===== src/rtl/core/lom_pkg.sv =====
// Shared types and constants for the limit order matcher.
// Used by the cell, the core and the checker.
package lom_pkg;

    localparam int ORDER_SLOTS = 32;
    localparam int SLOT_W      = (ORDER_SLOTS > 1) ? $clog2(ORDER_SLOTS) : 1;
    localparam int CNT_W       = $clog2(ORDER_SLOTS + 1);
    localparam int TRADE_CAP   = 32;
    localparam int TRD_W       = $clog2(TRADE_CAP + 1);

    localparam logic [1:0] KIND_ADD    = 2'd0;
    localparam logic [1:0] KIND_CANCEL = 2'd1;
    localparam logic [1:0] KIND_MODIFY = 2'd2;

    localparam logic [1:0] TYPE_GTC = 2'd0;
    localparam logic [1:0] TYPE_IOC = 2'd1;
    localparam logic [1:0] TYPE_FOK = 2'd2;

    localparam logic [2:0] ST_TRADE     = 3'd0;
    localparam logic [2:0] ST_ACCEPTED  = 3'd1;
    localparam logic [2:0] ST_REJECTED  = 3'd2;
    localparam logic [2:0] ST_CANCELLED = 3'd3;
    localparam logic [2:0] ST_NOT_FOUND = 3'd4;
    localparam logic [2:0] ST_FULL      = 3'd5;

    typedef struct packed {
        logic [1:0]  kind;
        logic [31:0] order_id;
        logic        is_sell;
        logic [15:0] limit_price;
        logic [31:0] order_quantity;
        logic [1:0]  order_kind;
    } t_in_item;

    typedef struct packed {
        logic [2:0]  status;
        logic [31:0] buyer_id;
        logic [31:0] seller_id;
        logic [15:0] trade_price;
        logic [31:0] trade_quantity;
        logic        last;
    } t_out_item;

    // best order of one side seen so far along the chain
    typedef struct packed {
        logic              v;
        logic [SLOT_W-1:0] idx;
        logic [15:0]       price;
        logic [31:0]       arrival;
        logic [31:0]       id;
        logic [31:0]       rem;
    } t_cand;

    typedef struct packed {
        t_cand             bid;
        t_cand             ask;
        logic              found;
        logic [SLOT_W-1:0] found_idx;
        logic [1:0]        found_type;
        logic              free_v;
        logic [SLOT_W-1:0] free_idx;
        logic [32:0]       avail;   // saturates at 2^32
    } t_carry;

    typedef struct packed {
        logic [31:0] id;
        logic        is_sell;
        logic [15:0] price;
    } t_query;

    typedef struct packed {
        logic              ins_en;
        logic [SLOT_W-1:0] ins_idx;
        logic [31:0]       ins_id;
        logic [15:0]       ins_price;
        logic [31:0]       ins_rem;
        logic              ins_sell;
        logic [1:0]        ins_type;
        logic [31:0]       ins_arrival;
        logic              updb_en;
        logic [SLOT_W-1:0] updb_idx;
        logic [31:0]       updb_rem;
        logic              upda_en;
        logic [SLOT_W-1:0] upda_idx;
        logic [31:0]       upda_rem;
        logic              clr_en;
        logic [SLOT_W-1:0] clr_idx;
    } t_cmd;

endpackage


===== src/rtl/core/lom_cell.sv =====
// One order slot of the book plus its stage of the scan chain.
// Depends on lom_pkg.
module lom_cell (
    input  logic                 i_clk,
    input  logic                 i_rst_n,
    input  logic [lom_pkg::SLOT_W-1:0] i_slot_idx,
    input  lom_pkg::t_query      i_query,
    input  lom_pkg::t_cmd        i_cmd,
    input  lom_pkg::t_carry      i_carry,
    output lom_pkg::t_carry      o_carry
);
    import lom_pkg::*;

    logic        r_valid;
    logic        r_sell;
    logic [1:0]  r_type;
    logic [31:0] r_id;
    logic [15:0] r_price;
    logic [31:0] r_rem;
    logic [31:0] r_arrival;
    t_carry      r_carry;
    t_carry      n_carry;
    t_cand       w_mine;
    logic        w_cross;
    logic [33:0] w_sum;

    always_ff @(posedge i_clk) begin
        if (!i_rst_n) begin
            r_valid <= 1'b0;
        end else begin
            if (i_cmd.ins_en && i_cmd.ins_idx == i_slot_idx) begin
                r_valid <= 1'b1;
            end else if (i_cmd.clr_en && i_cmd.clr_idx == i_slot_idx) begin
                r_valid <= 1'b0;
            end else if (i_cmd.updb_en && i_cmd.updb_idx == i_slot_idx
                         && i_cmd.updb_rem == 32'd0) begin
                r_valid <= 1'b0;
            end else if (i_cmd.upda_en && i_cmd.upda_idx == i_slot_idx
                         && i_cmd.upda_rem == 32'd0) begin
                r_valid <= 1'b0;
            end
        end
    end

    always_ff @(posedge i_clk) begin
        if (i_cmd.ins_en && i_cmd.ins_idx == i_slot_idx) begin
            r_sell    <= i_cmd.ins_sell;
            r_type    <= i_cmd.ins_type;
            r_id      <= i_cmd.ins_id;
            r_price   <= i_cmd.ins_price;
            r_rem     <= i_cmd.ins_rem;
            r_arrival <= i_cmd.ins_arrival;
        end else if (i_cmd.updb_en && i_cmd.updb_idx == i_slot_idx) begin
            r_rem <= i_cmd.updb_rem;
        end else if (i_cmd.upda_en && i_cmd.upda_idx == i_slot_idx) begin
            r_rem <= i_cmd.upda_rem;
        end
        r_carry <= n_carry;
    end

    always_comb begin
        w_mine.v       = 1'b1;
        w_mine.idx     = i_slot_idx;
        w_mine.price   = r_price;
        w_mine.arrival = r_arrival;
        w_mine.id      = r_id;
        w_mine.rem     = r_rem;
        w_cross = i_query.is_sell ? (r_price >= i_query.price) : (r_price <= i_query.price);
        w_sum   = {1'b0, i_carry.avail} + {2'b00, r_rem};

        n_carry = i_carry;
        // strict improvement only: equal prices go to the earlier arrival, full ties keep the lower slot
        if (r_valid && !r_sell) begin
            if (!i_carry.bid.v || r_price > i_carry.bid.price
                || (r_price == i_carry.bid.price && r_arrival < i_carry.bid.arrival)) begin
                n_carry.bid = w_mine;
            end
        end
        if (r_valid && r_sell) begin
            if (!i_carry.ask.v || r_price < i_carry.ask.price
                || (r_price == i_carry.ask.price && r_arrival < i_carry.ask.arrival)) begin
                n_carry.ask = w_mine;
            end
        end
        if (r_valid && r_id == i_query.id && !i_carry.found) begin
            n_carry.found      = 1'b1;
            n_carry.found_idx  = i_slot_idx;
            n_carry.found_type = r_type;
        end
        if (!r_valid && !i_carry.free_v) begin
            n_carry.free_v   = 1'b1;
            n_carry.free_idx = i_slot_idx;
        end
        if (r_valid && r_sell != i_query.is_sell && w_cross) begin
            n_carry.avail = (w_sum[33:32] != 2'b00) ? 33'h1_0000_0000 : w_sum[32:0];
        end
    end

    assign o_carry = r_carry;

endmodule


===== config.mk =====
export PLATFORM = sky130hd
export DESIGN_NAME = lom_cell
export DESIGN_NICKNAME = d
export VERILOG_FILES = /design/src/rtl/core/lom_pkg.sv /design/src/rtl/core/lom_cell.sv
export SDC_FILE = /design/constraint.sdc
export NUM_CORES = 1
export LEC_CHECK = 0
export BUFFER_PORTS_ARGS = -buffer_cell sky130_fd_sc_hd__buf_2
export CAP_MARGIN = 10
export CELL_PAD_IN_SITES_DETAIL_PLACEMENT = 0
export CELL_PAD_IN_SITES_GLOBAL_PLACEMENT = 1
export CORE_AREA = 8 8 317 319
export DETAILED_ROUTE_END_ITERATION = 7
export DIE_AREA = 0 0 325 327
export HOLD_SLACK_MARGIN = 0.02
export PLACE_DENSITY = 0.56
export SLEW_MARGIN = 20
export SYNTH_ARGS = -nofsm -noshare
export SYNTH_HDL_FRONTEND = slang
export SYNTH_SLANG_ARGS = --single-unit

===== constraint.sdc =====
create_clock -name i_clk -period 5.1 [get_ports i_clk]
set_input_delay 0.255 -clock i_clk [delete_from_list [all_inputs] [get_ports i_clk]]
set_output_delay 0.255 -clock i_clk [all_outputs]
set_load 0.03 [all_outputs]

==> out/results.tsv <==
stage	metric	value	unit
status	outcome	finished, final reports clean	
timing	Period minus WS final	3.94	ns
die	core area	95700	um2
yosys	FF+latch count, synth	399	
clock_tree	clk sinks	399	
die	die area	106000	um2
flow_run	max cap viols	0	
timing	final setup vio count	0	
yosys	Synth Flop Type	dfxtp_1	
yosys	syn nets	2246	
power	Leakage	13.7	nW
die	initial core utilization	0.196	
die	die width	325	um
detailed_routing	average routed wire per standard cell	23.0	um
clock_tree	clk_lat worst skew	0.62	ns
yosys	Post-Syn Instances	1561	
worst_setup_path	CP max FO	40	
cells_and_area	area grow syn2layout	59.4	%
worst_setup_path	crit start category	flop	
worst_setup_path	Worst Setup SP	r_price[13]$_DFFE_PP_	
worst_setup_path	CP arrival	4.42	ns
global_route	global-route wire length before repair	134000	um
detailed_routing	Vias	16886	
detailed_routing	final wirelength	94800	um
global_route	vias in the first global route	18629	
min_path	Hold Path Class	input pin to flop	
timing	clk_skew	0.0302	ns
clock_tree	Root Driver	clkbuf_16	
place	RePlAce Congestion	0.850	
die	DIE HEIGHT	327	um
place	# port buffers	824	
timing	crit share post-route	0.773	
global_route	largest net degree at the start of global routing	71	
worst_setup_path	Worst Setup End Kind	flop	
power	Pwr Density	295	nW/um2
yosys	Mapped Area	18800	um2
place	Cell Area, Placed	24300	um2
min_path	worst hold path startpoint	i_cmd[27]	
worst_setup_path	R2R Path Start	r_price[13]$_DFFE_PP_	
worst_setup_path	Worst Path Required	5.57	ns
yosys	post-synth top area cell	dfxtp_1	
timing	Setup TNS Final	0	ns
yosys	post-synth top area share	0.302	
timing	Least-Margin Pin Slew	1.12	ns
worst_setup_path	Slowest-stage cell, CP	buf_4	
clock_tree	CTS buffer count	50	
yosys	Async S/R FF share, synth	0	
worst_setup_path	crit-path cells	ha_1, nand4_1, nor4_1, nand4_1, a2111o_1, o221ai_4, buf_4, buf_4, mux2_2	
clock_tree	CTS max path bufs	3	
timing	Fin. Hold Viols	0	
clock_tree	Setup Buffers After CTS	0	
global_route	total global routing overflow	0	
cells_and_area	nets	3481	
global_route	initial antenna violation count	29	
yosys	Yosys cell types	62	
yosys	synthesized area per cell	12.0	um2
clock_tree	CTS clock-pin slew for the worst setup and hold paths	0.06	ns
timing	Worst slew margin	0.255	
clock_tree	H-tree depth	2	
timing	Fmax achieved	254	MHz
die	num ports	825	
detailed_routing	Vias/cell	4.09	
cells_and_area	ratio of cells with drive above 1 in the final layout	0.413	
detailed_routing	Routed Antenna Nets	0	
yosys	synth warn	0	
cells_and_area	final instance area	30000	um2
detailed_routing	Pre-antenna DRT Iters	5	
worst_setup_path	Largest stage delay, worst path	0.60	ns
detailed_routing	initial DRC count	665	
yosys	sequential share of the synthesized area	0.486	
timing	Max Slew Vio Count	0	
yosys	Area contributors post-synth	dfxtp_1, edfxtp_1, mux2_2, ha_1, mux2_4	
worst_setup_path	critical path class	flop to flop	
clock_tree	CTS tree	done	
timing	RSZ-0062 raised after global routing	no	
yosys	EDFF count, synth	115	
power	maximum vdd ir drop	252	uV
place	Post-DP HPWL	77900	um
detailed_routing	DRC viols	0	
global_route	Tot GR Track Use	0.170	
die	Row Count	114	
worst_setup_path	R2R Setup Slk	1.16	ns
synth_stat cells (6+ instances only):
master	count
o21ai_1	8
nand2_1	53
mux2_2	187
buf_2	14
inv_1	119
a21o_1	54
nand2b_1	10
clkbuf_1	19
nor4_1	24
a22o_1	28
o21ai_0	57
a21oi_1	62
a31oi_1	6
nor3_1	9
and4_1	7
buf_6	14
nand4_1	41
xor2_1	32
o21a_1	10
edfxtp_1	115
nor2_1	33
ha_1	142
and3_1	7
nor2b_1	11
xnor2_1	44
mux2_4	60
mux2i_1	35
dfxtp_1	284
cells in the final DEF, fill, tap and decap left out, types with 7 or more instances in the layout:
cell,netlist,routed
buf_2,14,824
dlygate4sd3_1,0,402
dfxtp_1,284,284
mux2_2,187,187
ha_1,142,142
inv_1,119,119
edfxtp_1,115,115
a21oi_1,62,62
mux2_4,60,60
o21ai_0,57,57
clkbuf_16,0,55
a21o_1,54,54
nand2_1,53,53
xnor2_1,44,44
nand4_1,41,41
mux2i_1,35,35
nor2_1,33,33
xor2_1,32,32
a22o_1,28,28
nor4_1,24,24
diode_2,0,13
clkbuf_1,19,12
nor2b_1,11,11
nand2b_1,10,10
o21a_1,10,10
nor3_1,9,9
clkinv_2,0,9
o21ai_1,8,8
buf_4,3,8
and4_1,7,7
critical path, delay by kind of cell (launching register included):
kind / cells / cell delay, ns
AND/OR/NAND/NOR: 3 / 1.00
buffers and inverters: 2 / 1.02
adder cells (fa/ha/maj): 1 / 0.36
flip-flops: 1 / 0.48
AO/OA/AOI/OAI: 2 / 0.44
multiplexers: 1 / 0.41
report_power, final:
group          leakage (nW)  total, mW  switching, mW  internal (mW)
Clock                 0.816       3.64           1.51           2.13
Combinational          9.41       1.69          0.921          0.767
Sequential             3.43       3.53         0.0885           3.44
Total                  13.7       8.85           2.52           6.34
path summary, 6_finish.rpt:
kind	to	cells past startpoint
setup / recovery	o_carry[202]$_DFF_P_	9
hold / removal	r_rem[21]$_DFFE_PP_	3
setup reg to reg	o_carry[202]$_DFF_P_	9
hold reg to reg	o_carry[261]$_DFF_P_	1
routing by layer:
metal | GRT usage | part of all wire | up-vias
met5 | 0 | 0.00083 | -
met4 | 0.0389 | 0.020 | 12
met3 | 0.0400 | 0.054 | 112
met2 | 0.302 | 0.50 | 549
met1 | 0.207 | 0.43 | 8034
li1 | - | - | 8179
repair_timing:
item,4_1_cts,5_1_grt
endpoints found under the hold margin,395,0
resized for setup,0,0
hold buffers,402,0
area by class of cell:
| class | instances | area, um2 |
|---|---|---|
| fill | 9931 | 65700 |
| sequential | 399 | 9140 |
| multi-input combinational | 989 | 8830 |
| timing repair buffer | 1237 | 8270 |
| tap | 1276 | 1600 |
| clock buffer | 72 | 1490 |
| inverter | 119 | 447 |
| clock inverter | 22 | 174 |
| antenna | 13 | 32.5 |
logic make-up after synthesis:
logic type               after synthesis  synth area share
flip-flops                           399             0.486
multiplexers                         282             0.179
AO/OA/AOI/OAI                        273            0.0979
AND/OR/NAND/NOR                      215            0.0613
buffers and inverters                173            0.0451
adder cells (fa/ha/maj)              143            0.0956
XOR/XNOR                              76            0.0354
registers in the layout (all words and copies together), names as in the netlist:
name	cells
r_rem	32
r_arrival	32
r_id	32
r_valid	1
r_price	16
r_sell	1
o_carry	283
r_type	2
per-stage QoR:
| stage | hold WS, ns | setup slack, ns | util | instances | power (mW) |
|---|---|---|---|---|---|
| 2_1_floorplan | 0.354 | 0.820 | - | 1561 | 4.38 |
| 3_3_place_gp | 0.432 | 1.10 | 0.253 | 3618 | 5.04 |
| 3_5_place_dp | 0.433 | 1.18 | 0.253 | 3618 | 5.03 |
| 4_1_cts | 0.0221 | 1.14 | 0.313 | 4114 | 8.99 |
| 5_1_grt | 0.0372 | 1.01 | 0.313 | 4123 | 9.22 |
| 6_report | 0.0737 | 1.16 | 0.313 | 4127 | 8.85 |
Power figures use the tool's default switching activity.
